--- config.mk ---
export PLATFORM = sky130hd
export DESIGN_NAME = cosine_similarity_score
export DESIGN_NICKNAME = d
export VERILOG_FILES = /design/src/rtl/cssc_pkg.sv /design/src/rtl/cosine_similarity_score.sv /design/src/rtl/cssc_mul.sv /design/src/rtl/cssc_root.sv /design/src/rtl/cssc_div.sv
export VERILOG_INCLUDE_DIRS = /design/src /design/src/rtl
export SDC_FILE = /design/constraint.sdc
export NUM_CORES = 2
export LEC_CHECK = 0
export ABC_AREA = 1
export BUFFER_PORTS_ARGS = -buffer_cell sky130_fd_sc_hd__buf_2
export CORE_ASPECT_RATIO = 1.25
export CORE_MARGIN = 2
export CORE_UTILIZATION = 55
export CTS_CLUSTER_DIAMETER = 80
export CTS_CLUSTER_SIZE = 8
export DETAILED_ROUTE_END_ITERATION = 8
export GPL_TIMING_DRIVEN = 0
export PLACE_DENSITY = 0.79
export SLEW_MARGIN = 20
export SYNTH_ARGS = -nofsm -noshare
export SYNTH_HDL_FRONTEND = slang
export SYNTH_SLANG_ARGS = --single-unit
--- constraint.sdc ---
create_clock -name clk -period 8.1 [get_ports clk]
set_input_delay 2.025 -clock clk [delete_from_list [all_inputs] [get_ports clk]]
set_output_delay 2.025 -clock clk [all_outputs]
set_load 0.005 [all_outputs]
--- src/rtl/cosine_similarity_score_assert.svh ---
// Assertion macros for the cosine similarity scorer.
// Expects clk and rst_n in the scope where the macros are used.
`ifndef COSINE_SIMILARITY_SCORE_ASSERT_SVH
`define COSINE_SIMILARITY_SCORE_ASSERT_SVH

// Same-cycle implication, checked out of reset.
`define CSS_ASSERT_IMP(label, ante, cons, msg) \
    label: assert property (@(posedge clk) disable iff (!rst_n) (ante) |-> (cons)) \
        else $error(msg);

// Next-cycle implication, checked out of reset.
`define CSS_ASSERT_NXT(label, ante, cons, msg) \
    label: assert property (@(posedge clk) disable iff (!rst_n) (ante) |=> (cons)) \
        else $error(msg);

`endif

--- src/rtl/cssc_pkg.sv ---
// Shared types and constants for the cosine similarity scorer.
// No dependencies; used by every module in rtl/.
package cssc_pkg;

    localparam int SAMPLE_BITS = 16;
    localparam int SEXT_SH     = (SAMPLE_BITS >= 17) ? 0 : 17 - SAMPLE_BITS;

    localparam int DOT_W  = 42;
    localparam int EN_W   = 41;
    localparam int SMP_W  = 17;
    localparam int PROD_W = 2 * SMP_W;

    localparam logic [DOT_W-1:0] DOT_MAX = {1'b0, {(DOT_W-1){1'b1}}};
    localparam logic [DOT_W-1:0] DOT_MIN = {1'b1, {(DOT_W-1){1'b0}}};
    localparam logic [EN_W-1:0]  EN_MAX  = {EN_W{1'b1}};

    typedef struct packed {
        logic busy;
        logic done;
    } cssc_unit_stat_t;

    typedef enum logic [3:0] {
        ST_IDLE,
        ST_MUL_DQ,
        ST_MUL_DD,
        ST_MUL_QQ,
        ST_ACC_QQ,
        ST_CHECK,
        ST_ROOT_D,
        ST_ROOT_Q,
        ST_DEN,
        ST_SHIFT,
        ST_DIV_START,
        ST_DIV_WAIT,
        ST_FIN
    } cssc_state_t;

    typedef enum logic [1:0] {
        R_IDLE,
        R_NORM,
        R_ITER
    } cssc_root_state_t;

    typedef enum logic {
        D_IDLE,
        D_RUN
    } cssc_div_state_t;

    // Sign-extend the low SAMPLE_BITS of a raw field to 17 bits.
    function automatic logic signed [SMP_W-1:0] sext_sample(input logic [15:0] raw);
        logic signed [SMP_W-1:0] t;
        t = $signed({1'b0, raw} << SEXT_SH);
        return t >>> SEXT_SH;
    endfunction

endpackage

--- src/rtl/cosine_similarity_score.sv ---
// Top level of the cosine similarity scorer: sequencer, accumulators, output beat.
// Depends on cssc_pkg, cssc_mul, cssc_root, cssc_div, cosine_similarity_score_assert.svh.
//
//  channel | direction | handshake            | payload
//  --------+-----------+----------------------+--------------------------------------------
//  in      | sink      | in_valid / in_stall  | data_element query_element last_element
//          |           |                      | last_vector
//  out     | source    | out_valid/ out_stall | score zero_norm last_score
//
// An element beat is accepted, then runs four steps of the shared multiplier
// and accumulator adder. A beat marked last_element then runs, unless either
// energy is zero, two passes of the shared root unit (0 to 15 normalize
// shifts, one setup step, 16 root steps and a done pulse each), one multiply,
// a numerator shift and the 17-step divider, plus any wait for the output register.
// Reset clears the sequencer and all three accumulators.
// A finished score waits in the output register; the next vector is accepted while
// it waits, and only a following score stalls behind an unread one.
module cosine_similarity_score (
    input  logic               clk,
    input  logic               rst_n,
    input  logic               in_valid,
    output logic               in_stall,
    input  logic signed [15:0] data_element,
    input  logic signed [15:0] query_element,
    input  logic               last_element,
    input  logic               last_vector,
    output logic               out_valid,
    input  logic               out_stall,
    output logic signed [15:0] score,
    output logic               zero_norm,
    output logic               last_score
);

    localparam int DW = cssc_pkg::DOT_W;
    localparam int EW = cssc_pkg::EN_W;
    localparam int SW = cssc_pkg::SMP_W;
    localparam int PW = cssc_pkg::PROD_W;

    cssc_pkg::cssc_state_t state_reg, state_next;

    logic [DW-1:0]          dot_reg, dot_next;
    logic [EW-1:0]          den_e_reg, den_e_next;   // data energy
    logic [EW-1:0]          qry_e_reg, qry_e_next;   // query energy
    logic                   out_valid_reg, out_valid_next;

    logic signed [SW-1:0]   d_reg, d_next;
    logic signed [SW-1:0]   q_reg, q_next;
    logic                   last_el_reg, last_el_next;
    logic                   last_vec_reg, last_vec_next;
    logic                   zero_reg, zero_next;
    logic [15:0]            rd_reg, rd_next;
    logic [15:0]            rq_reg, rq_next;
    logic signed [5:0]      kd_reg, kd_next;
    logic signed [5:0]      kq_reg, kq_next;
    logic [62:0]            num_reg, num_next;
    logic [31:0]            divisor_reg, divisor_next;
    logic                   ovf_reg, ovf_next;
    logic signed [15:0]     score_reg, score_next;
    logic                   zero_norm_reg, zero_norm_next;
    logic                   last_score_reg, last_score_next;

    logic signed [SW-1:0]   mul_a, mul_b;
    logic signed [PW-1:0]   prod;

    logic                   root_start;
    logic [EW-1:0]          root_energy;
    logic [15:0]            root;
    logic signed [5:0]      root_k;
    cssc_pkg::cssc_unit_stat_t root_stat;

    logic                   div_start;
    logic [16:0]            quo;
    logic                   div_sat;
    cssc_pkg::cssc_unit_stat_t div_stat;

    logic signed [DW:0]     add_a, add_b, add_sum;
    logic                   fin_go;
    logic                   neg;
    logic [DW-1:0]          mag;
    logic signed [6:0]      sh_raw;
    logic [5:0]             sh;
    logic [86:0]            mag_sh;
    logic                   sat_any;
    logic [16:0]            neg_q;

    cssc_mul u_mul (
        .clk  (clk),
        .op_a (mul_a),
        .op_b (mul_b),
        .prod (prod)
    );

    cssc_root u_root (
        .clk    (clk),
        .rst_n  (rst_n),
        .start  (root_start),
        .energy (root_energy),
        .root   (root),
        .k      (root_k),
        .stat   (root_stat)
    );

    cssc_div u_div (
        .clk   (clk),
        .rst_n (rst_n),
        .start (div_start),
        .num   (num_reg),
        .den   (divisor_reg),
        .quo   (quo),
        .sat   (div_sat),
        .stat  (div_stat)
    );

    always_ff @(posedge clk or negedge rst_n)
    begin
        if (!rst_n)
        begin
            state_reg     <= cssc_pkg::ST_IDLE;
            dot_reg       <= '0;
            den_e_reg     <= '0;
            qry_e_reg     <= '0;
            out_valid_reg <= 1'b0;
        end
        else
        begin
            state_reg     <= state_next;
            dot_reg       <= dot_next;
            den_e_reg     <= den_e_next;
            qry_e_reg     <= qry_e_next;
            out_valid_reg <= out_valid_next;
        end
    end

    always_ff @(posedge clk)
    begin
        d_reg          <= d_next;
        q_reg          <= q_next;
        last_el_reg    <= last_el_next;
        last_vec_reg   <= last_vec_next;
        zero_reg       <= zero_next;
        rd_reg         <= rd_next;
        rq_reg         <= rq_next;
        kd_reg         <= kd_next;
        kq_reg         <= kq_next;
        num_reg        <= num_next;
        divisor_reg    <= divisor_next;
        ovf_reg        <= ovf_next;
        score_reg      <= score_next;
        zero_norm_reg  <= zero_norm_next;
        last_score_reg <= last_score_next;
    end

    // score arithmetic helpers
    always_comb
    begin
        neg     = dot_reg[DW-1];
        mag     = neg ? (~dot_reg + {{(DW-1){1'b0}}, 1'b1}) : dot_reg;
        sh_raw  = 7'sd15 + {kd_reg[5], kd_reg} + {kq_reg[5], kq_reg};
        sh      = sh_raw[6] ? 6'd0 : sh_raw[5:0];
        mag_sh  = {45'd0, mag} << sh;
        sat_any = ovf_reg | div_sat;
        neg_q   = ~quo + 17'd1;
    end

    assign fin_go = !out_valid_reg || !out_stall;

    always_comb
    begin
        state_next      = state_reg;
        dot_next        = dot_reg;
        den_e_next      = den_e_reg;
        qry_e_next      = qry_e_reg;
        out_valid_next  = out_valid_reg && out_stall;
        d_next          = d_reg;
        q_next          = q_reg;
        last_el_next    = last_el_reg;
        last_vec_next   = last_vec_reg;
        zero_next       = zero_reg;
        rd_next         = rd_reg;
        rq_next         = rq_reg;
        kd_next         = kd_reg;
        kq_next         = kq_reg;
        num_next        = num_reg;
        divisor_next    = divisor_reg;
        ovf_next        = ovf_reg;
        score_next      = score_reg;
        zero_norm_next  = zero_norm_reg;
        last_score_next = last_score_reg;
        mul_a           = d_reg;
        mul_b           = q_reg;
        root_start      = 1'b0;
        root_energy     = den_e_reg;
        div_start       = 1'b0;
        add_a           = {dot_reg[DW-1], dot_reg};
        add_b           = {{(DW+1-PW){prod[PW-1]}}, prod};
        add_sum         = add_a + add_b;

        unique case (state_reg)
            cssc_pkg::ST_IDLE:
            begin
                if (in_valid)
                begin
                    d_next        = cssc_pkg::sext_sample(data_element);
                    q_next        = cssc_pkg::sext_sample(query_element);
                    last_el_next  = last_element;
                    last_vec_next = last_vector;
                    state_next    = cssc_pkg::ST_MUL_DQ;
                end
            end
            cssc_pkg::ST_MUL_DQ:
            begin
                state_next = cssc_pkg::ST_MUL_DD;
            end
            cssc_pkg::ST_MUL_DD:
            begin
                // product register holds d*q
                mul_b = d_reg;
                if (add_sum[DW] != add_sum[DW-1])
                begin
                    dot_next = add_sum[DW] ? cssc_pkg::DOT_MIN : cssc_pkg::DOT_MAX;
                end
                else
                begin
                    dot_next = add_sum[DW-1:0];
                end
                state_next = cssc_pkg::ST_MUL_QQ;
            end
            cssc_pkg::ST_MUL_QQ:
            begin
                // product register holds d*d
                mul_a   = q_reg;
                add_a   = {2'b00, den_e_reg};
                add_sum = add_a + add_b;
                den_e_next = (add_sum[DW:EW] != '0) ? cssc_pkg::EN_MAX : add_sum[EW-1:0];
                state_next = cssc_pkg::ST_ACC_QQ;
            end
            cssc_pkg::ST_ACC_QQ:
            begin
                // product register holds q*q
                add_a   = {2'b00, qry_e_reg};
                add_sum = add_a + add_b;
                qry_e_next = (add_sum[DW:EW] != '0) ? cssc_pkg::EN_MAX : add_sum[EW-1:0];
                state_next = last_el_reg ? cssc_pkg::ST_CHECK : cssc_pkg::ST_IDLE;
            end
            cssc_pkg::ST_CHECK:
            begin
                zero_next = (den_e_reg == '0) || (qry_e_reg == '0);
                if ((den_e_reg == '0) || (qry_e_reg == '0))
                begin
                    state_next = cssc_pkg::ST_FIN;
                end
                else
                begin
                    root_start = 1'b1;
                    state_next = cssc_pkg::ST_ROOT_D;
                end
            end
            cssc_pkg::ST_ROOT_D:
            begin
                root_energy = qry_e_reg;
                if (root_stat.done)
                begin
                    rd_next    = root;
                    kd_next    = root_k;
                    root_start = 1'b1;
                    state_next = cssc_pkg::ST_ROOT_Q;
                end
            end
            cssc_pkg::ST_ROOT_Q:
            begin
                root_energy = qry_e_reg;
                if (root_stat.done)
                begin
                    rq_next    = root;
                    kq_next    = root_k;
                    state_next = cssc_pkg::ST_DEN;
                end
            end
            cssc_pkg::ST_DEN:
            begin
                mul_a      = $signed({1'b0, rd_reg});
                mul_b      = $signed({1'b0, rq_reg});
                state_next = cssc_pkg::ST_SHIFT;
            end
            cssc_pkg::ST_SHIFT:
            begin
                divisor_next = prod[31:0];
                num_next     = mag_sh[62:0];
                ovf_next     = |mag_sh[86:63];
                state_next   = cssc_pkg::ST_DIV_START;
            end
            cssc_pkg::ST_DIV_START:
            begin
                div_start  = 1'b1;
                state_next = cssc_pkg::ST_DIV_WAIT;
            end
            cssc_pkg::ST_DIV_WAIT:
            begin
                if (div_stat.done)
                begin
                    state_next = cssc_pkg::ST_FIN;
                end
            end
            cssc_pkg::ST_FIN:
            begin
                if (fin_go)
                begin
                    out_valid_next  = 1'b1;
                    zero_norm_next  = zero_reg;
                    last_score_next = last_vec_reg;
                    if (zero_reg)
                    begin
                        score_next = 16'sd0;
                    end
                    else if (neg)
                    begin
                        score_next = (sat_any || quo > 17'd32768) ? 16'sh8000
                                                                  : $signed(neg_q[15:0]);
                    end
                    else
                    begin
                        score_next = (sat_any || quo > 17'd32767) ? 16'sh7fff
                                                                  : $signed(quo[15:0]);
                    end
                    dot_next   = '0;
                    den_e_next = '0;
                    qry_e_next = '0;
                    state_next = cssc_pkg::ST_IDLE;
                end
            end
            default:
            begin
                state_next = cssc_pkg::ST_IDLE;
            end
        endcase
    end

    assign in_stall   = (state_reg != cssc_pkg::ST_IDLE);
    assign out_valid  = out_valid_reg;
    assign score      = score_reg;
    assign zero_norm  = zero_norm_reg;
    assign last_score = last_score_reg;

    `include "cosine_similarity_score_assert.svh"

    `CSS_ASSERT_IMP(a_root_nonzero, root_start, (den_e_reg != '0) && (qry_e_reg != '0), "root started on zero energy")
    `CSS_ASSERT_IMP(a_units_free, root_start || div_start, !root_stat.busy && !div_stat.busy, "shared unit started while busy")
    `CSS_ASSERT_IMP(a_root_range, root_stat.done, root[15], "normalized root below 2^15")
    `CSS_ASSERT_NXT(a_acc_clear, (state_reg == cssc_pkg::ST_FIN) && fin_go, (dot_reg == '0) && (den_e_reg == '0) && (qry_e_reg == '0), "accumulators not cleared after score")
    `CSS_ASSERT_IMP(a_zero_score, out_valid_reg && zero_norm_reg, score_reg == 16'sd0, "zero energy with nonzero score")

endmodule

--- src/rtl/cssc_mul.sv ---
// Shared registered 17x17 signed multiplier.
// Depends on cssc_pkg for operand widths.
module cssc_mul (
    input  logic                                 clk,
    input  logic signed [cssc_pkg::SMP_W-1:0]    op_a,
    input  logic signed [cssc_pkg::SMP_W-1:0]    op_b,
    output logic signed [cssc_pkg::PROD_W-1:0]   prod
);

    logic signed [cssc_pkg::PROD_W-1:0] prod_reg;

    always_ff @(posedge clk)
    begin
        prod_reg <= op_a * op_b;
    end

    assign prod = prod_reg;

endmodule

--- src/rtl/cssc_root.sv ---
// Iterative normalize-and-square-root unit: one 2-bit shift or one root
// step per cycle. Depends on cssc_pkg for widths, state enum and status struct.
module cssc_root (
    input  logic                          clk,
    input  logic                          rst_n,
    input  logic                          start,
    input  logic [cssc_pkg::EN_W-1:0]     energy,
    output logic [15:0]                   root,
    output logic signed [5:0]             k,
    output cssc_pkg::cssc_unit_stat_t     stat
);

    cssc_pkg::cssc_root_state_t st_reg, st_next;
    logic                       done_reg, done_next;
    logic [cssc_pkg::EN_W-1:0]  e_reg, e_next;
    logic signed [5:0]          k_reg, k_next;
    logic [31:0]                v_reg, v_next;
    logic [31:0]                res_reg, res_next;
    logic [30:0]                bit_reg, bit_next;
    logic [32:0]                trial;

    always_ff @(posedge clk or negedge rst_n)
    begin
        if (!rst_n)
        begin
            st_reg   <= cssc_pkg::R_IDLE;
            done_reg <= 1'b0;
        end
        else
        begin
            st_reg   <= st_next;
            done_reg <= done_next;
        end
    end

    always_ff @(posedge clk)
    begin
        e_reg   <= e_next;
        k_reg   <= k_next;
        v_reg   <= v_next;
        res_reg <= res_next;
        bit_reg <= bit_next;
    end

    always_comb
    begin
        st_next   = st_reg;
        done_next = 1'b0;
        e_next    = e_reg;
        k_next    = k_reg;
        v_next    = v_reg;
        res_next  = res_reg;
        bit_next  = bit_reg;
        trial     = {1'b0, res_reg} + {2'b00, bit_reg};
        unique case (st_reg)
            cssc_pkg::R_IDLE:
            begin
                if (start)
                begin
                    e_next  = energy;
                    k_next  = 6'sd0;
                    st_next = cssc_pkg::R_NORM;
                end
            end
            cssc_pkg::R_NORM:
            begin
                // bring energy into [2^30, 2^32) by even shifts
                if (e_reg[cssc_pkg::EN_W-1:32] != '0)
                begin
                    e_next = e_reg >> 2;
                    k_next = k_reg - 6'sd1;
                end
                else if (e_reg[31:30] == 2'b00)
                begin
                    e_next = e_reg << 2;
                    k_next = k_reg + 6'sd1;
                end
                else
                begin
                    v_next   = e_reg[31:0];
                    res_next = 32'd0;
                    bit_next = 31'h4000_0000;
                    st_next  = cssc_pkg::R_ITER;
                end
            end
            cssc_pkg::R_ITER:
            begin
                if ({1'b0, v_reg} >= trial)
                begin
                    v_next   = v_reg - trial[31:0];
                    res_next = (res_reg >> 1) + {1'b0, bit_reg};
                end
                else
                begin
                    res_next = res_reg >> 1;
                end
                bit_next = bit_reg >> 2;
                if (bit_reg[0])
                begin
                    done_next = 1'b1;
                    st_next   = cssc_pkg::R_IDLE;
                end
            end
            default:
            begin
                st_next = cssc_pkg::R_IDLE;
            end
        endcase
    end

    assign root      = res_reg[15:0];
    assign k         = k_reg;
    assign stat.busy = (st_reg != cssc_pkg::R_IDLE);
    assign stat.done = done_reg;

endmodule

--- src/rtl/cssc_div.sv ---
// Restoring divider, one quotient bit per cycle, 17 bits with overflow flag.
// Depends on cssc_pkg for the state enum and status struct.
module cssc_div (
    input  logic                        clk,
    input  logic                        rst_n,
    input  logic                        start,
    input  logic [62:0]                 num,
    input  logic [31:0]                 den,
    output logic [16:0]                 quo,
    output logic                        sat,
    output cssc_pkg::cssc_unit_stat_t   stat
);

    cssc_pkg::cssc_div_state_t st_reg, st_next;
    logic        done_reg, done_next;
    logic [48:0] rem_reg, rem_next;
    logic [48:0] dvs_reg, dvs_next;
    logic [16:0] quo_reg, quo_next;
    logic        pre_sat_reg, pre_sat_next;
    logic [4:0]  cnt_reg, cnt_next;
    logic [63:0] n_round;
    logic        ge;

    always_ff @(posedge clk or negedge rst_n)
    begin
        if (!rst_n)
        begin
            st_reg   <= cssc_pkg::D_IDLE;
            done_reg <= 1'b0;
        end
        else
        begin
            st_reg   <= st_next;
            done_reg <= done_next;
        end
    end

    always_ff @(posedge clk)
    begin
        rem_reg     <= rem_next;
        dvs_reg     <= dvs_next;
        quo_reg     <= quo_next;
        pre_sat_reg <= pre_sat_next;
        cnt_reg     <= cnt_next;
    end

    always_comb
    begin
        st_next      = st_reg;
        done_next    = 1'b0;
        rem_next     = rem_reg;
        dvs_next     = dvs_reg;
        quo_next     = quo_reg;
        pre_sat_next = pre_sat_reg;
        cnt_next     = cnt_reg;
        // numerator plus half the divisor gives round-half-up
        n_round      = {1'b0, num} + {33'd0, den[31:1]};
        ge           = (rem_reg >= dvs_reg);
        unique case (st_reg)
            cssc_pkg::D_IDLE:
            begin
                if (start)
                begin
                    pre_sat_next = |n_round[63:49];
                    rem_next     = n_round[48:0];
                    dvs_next     = {1'b0, den, 16'd0};
                    quo_next     = 17'd0;
                    cnt_next     = 5'd0;
                    st_next      = cssc_pkg::D_RUN;
                end
            end
            cssc_pkg::D_RUN:
            begin
                if (ge)
                begin
                    rem_next = rem_reg - dvs_reg;
                end
                quo_next = {quo_reg[15:0], ge};
                dvs_next = dvs_reg >> 1;
                cnt_next = cnt_reg + 5'd1;
                if (cnt_reg == 5'd16)
                begin
                    done_next = 1'b1;
                    st_next   = cssc_pkg::D_IDLE;
                end
            end
            default:
            begin
                st_next = cssc_pkg::D_IDLE;
            end
        endcase
    end

    assign quo       = quo_reg;
    // quotient of 2^16 or more is out of range either way
    assign sat       = pre_sat_reg | quo_reg[16];
    assign stat.busy = (st_reg != cssc_pkg::D_IDLE);
    assign stat.done = done_reg;

endmodule

==> summary.txt <==
Critical path capture point type: flop
Unrepaired setup endpoints after global routing: false
Synth async-reset ratio: 0.220
Synth area leaders: sky130_fd_sc_hd__edfxtp_1 (23%), sky130_fd_sc_hd__fa_1 (11%), sky130_fd_sc_hd__nand2_1 (9.5%), sky130_fd_sc_hd__inv_1 (8.7%), sky130_fd_sc_hd__ha_1 (8.3%)
Total of max-cap violations: 0
Type of the worst setup path: reg2reg
Number of flip-flops under the largest register name: 63
Area of the mapped netlist: 57300 um^2
Number of nets in the final layout: 8446
Avg WL per Cell: 20.8 um
HPWL after detailed placement: 152000 um
Core utilization of the finished layout: 0.603
Time the final worst path needs with I/O delays and setup: 7.75 ns
Number of enable-type register cells in the synthesized netlist: 440
Total gr overflow: 0
Count of fill cells added during filler insertion: 9373
Wire length of the first global-routing pass: 292000 um
Floorplan die height: 365 um
Initial core utilization: 0.553
Worst min-delay path startpoint: last_vec_reg$_DFFE_PP_
Clock Skew: 0.0625 ns
Total routed wirelength: 190000 um
Number of vias per cell after detailed routing: 5.93
Yosys synthesis warning count: 0
Most prevalent standard cell on the critical path: sky130_fd_sc_hd__inv_1
Post-route cell area: 62500 um^2
CP Max Fanout: 10
Fin Setup TNS: 0 ns
Final number of hold-violating endpoints: 0
Horiz. Die Dim: 293 um
1st-iter DRT viols: 4957
Total Routing Usage GR: 0.354
Count of nets left with antenna violations after detail routing: 0
Area inside the core boundary: 104000 um^2
Synth area leader: sky130_fd_sc_hd__edfxtp_1
Antenna violations before repair: 3
Via count of the first global-routing pass: 53900
DRC violation count after routing: 0
Yosys cell types: 79
Most frequent standard cell in the layout excluding fill and tap cells: sky130_fd_sc_hd__nand2_1
GPL Wtd Cong: 1.08
Worst r2r dst: u_mul.prod[33]$_DFF_P_
Finish-stage setup viols: 0
Total CTS buffers: 87
Vias post-DR: 54200
Run status: completed
Upper clock frequency limit: 129 MHz
Endpoint with the worst hold slack: last_score$_DFFE_PP_
Number of instances in the synthesized netlist: 7558
Launch point of the worst reg-to-reg path: state_reg[3]$_DFFE_PN0P_
Area of the die: 107000 um^2
Bufs on Longest Clock Path: 3
Post-synthesis to final-layout area growth: 9.00%
Proportion of synthesized chip area in sequential cells: 0.301
Worst path slowest cell: sky130_fd_sc_hd__fa_1
Category of the worst setup path launch point: flop
Quantity of I/O buffers inserted on ports: 57
Share of post-route cells with drive strength above 1: 0.0505
Min Hold Slack: 0.445 ns
Arrival time reported for the critical path endpoint: 8.31 ns
Per-instance average area after synthesis: 7.58 um^2
IO Pins: 58
Required time worst endpoint: 8.66 ns
Primary FF master, synth: sky130_fd_sc_hd__edfxtp_1
Measured slew at the worst slew-check pin: 1.20 ns
Clk pin slew, worst setup/hold paths: 0.06 ns
Most used cells in the layout excluding fill and tap cells: sky130_fd_sc_hd__nand2_1 (1451), sky130_fd_sc_hd__inv_1 (1319), sky130_fd_sc_hd__nor2_1 (616), sky130_fd_sc_hd__o21ai_0 (563), sky130_fd_sc_hd__nand3_1 (551)
Setup slack of the worst register-to-register path: 0.35 ns
Cell Rows: 132
Max-slew headroom: 0.197
HP Class: reg2reg
Number of detailed-routing iterations run before antenna repair: 7
Footprint of the flip-flops and latches: 17200 um^2
Multi-input logic area: 34200 um^2
Total number of H-tree levels: 3
Cell at the root of the clock tree: sky130_fd_sc_hd__clkbuf_16
Clock network latency to the later pin of the worst-skew pair: 0.72 ns
Net count after synthesis: 8279
Total number of clock tree sinks: 608
Number of max-slew violations in the final report: 0
Period Utilization, post-route: 0.957
Hold buffers post-CTS: 0
Depth of the worst register-to-register path: 28
Maximum number of pins on one net before global-route repair: 78
Critical Path Max Stage Delay: 0.57 ns
TritonCTS clock tree: yes
Placed standard-cell area: 59600 um^2
Number of cells on the worst hold path: 0
Top-area cell type share of the netlist area: 0.231
Synth Register Bits: 608
## critical path: cells and delay by family (launching register included)
family | cells | cell delay, ns
AO/OA/AOI/OAI | 4 | 1.14
XOR/XNOR | 1 | 0.28
adder cells (fa/ha/maj) | 7 | 3.52
buffers and inverters | 8 | 1.24
flip-flops | 1 | 0.41
AND/OR/NAND/NOR | 8 | 1.05
## worst max-delay path by stage
stage	slack, ns	to	depth (start not counted)	startpoint
floorplan	1.27	u_mul.prod[33]$_DFF_P_	28	state_reg[1]$_DFFE_PN0P_
global placement	-0.59	u_mul.prod[33]$_DFF_P_	26	state_reg[2]$_DFFE_PN0P_
detailed placement	-0.59	u_mul.prod[33]$_DFF_P_	26	state_reg[3]$_DFFE_PN0P_
CTS	0.01	u_mul.prod[33]$_DFF_P_	29	state_reg[3]$_DFFE_PN0P_
global route	0.02	u_mul.prod[32]$_DFF_P_	29	state_reg[1]$_DFFE_PN0P_
finish	0.35	u_mul.prod[33]$_DFF_P_	28	state_reg[3]$_DFFE_PN0P_
## through the flow
step | setup WS, ns | instances
after floorplan | 1.27 | 7558
after global placement | -0.589 | 8955
after detailed placement | -0.593 | 8969
after CTS | 0.0136 | 9132
after global routing | 0.0196 | 9138
final | 0.348 | 9139
## cell type report
class | count | share of cell area
buffer | 206 | 0.0160
clock inverter | 8 | 0.00224
inverter | 1342 | 0.0810
tap | 1340 | 0.0268
antenna | 1 | 0.0000401
timing repair buffer | 79 | 0.0105
multi-input combinational | 5401 | 0.548
clock buffer | 154 | 0.0397
sequential | 608 | 0.276
## logic make-up after synthesis
| family | share of synthesized area |
|---|---|
| flops | 0.301 |
| fa+ha+maj | 0.189 |
| buf+inv | 0.105 |
| simple gates | 0.214 |
| xor+xnor | 0.0374 |
| compound gates | 0.154 |
| mux | 0.000175 |
## per-layer routing
layer,global-route usage,vias to the layer above,share of wire
li1,-,25300,-
met1,0.410,25500,0.37
met2,0.595,2673,0.47
met3,0.0557,724,0.076
met4,0.264,4,0.084
met5,0,-,0.00012
## cells in the mapped netlist (35+ instances only)
library cell               number
sky130_fd_sc_hd__a21o_1        35
sky130_fd_sc_hd__a21oi_1      529
sky130_fd_sc_hd__a31oi_1       80
sky130_fd_sc_hd__buf_2         49
sky130_fd_sc_hd__clkbuf_1     126
sky130_fd_sc_hd__dfrtp_1      134
sky130_fd_sc_hd__edfxtp_1     440
sky130_fd_sc_hd__fa_1         304
sky130_fd_sc_hd__ha_1         379
sky130_fd_sc_hd__inv_1       1329
sky130_fd_sc_hd__nand2_1     1453
sky130_fd_sc_hd__nand3_1      551
sky130_fd_sc_hd__nand4_1       68
sky130_fd_sc_hd__nor2_1       625
sky130_fd_sc_hd__nor3_1        74
sky130_fd_sc_hd__o21a_1        39
sky130_fd_sc_hd__o21ai_0      563
sky130_fd_sc_hd__o21ai_1      112
sky130_fd_sc_hd__o221ai_1      38
sky130_fd_sc_hd__xnor2_1      103
sky130_fd_sc_hd__xor2_1       142
## what timing repair did
item                       in CTS  in global routing
setup endpoints to repair       6                  8
buffers inserted                2                  6
pin swaps                       1                  0
gates resized for setup        23                 57
Power is left out: the tool's default activity adds up to more than one toggle a clock period on the data nets, which glitch-free logic cannot reach.
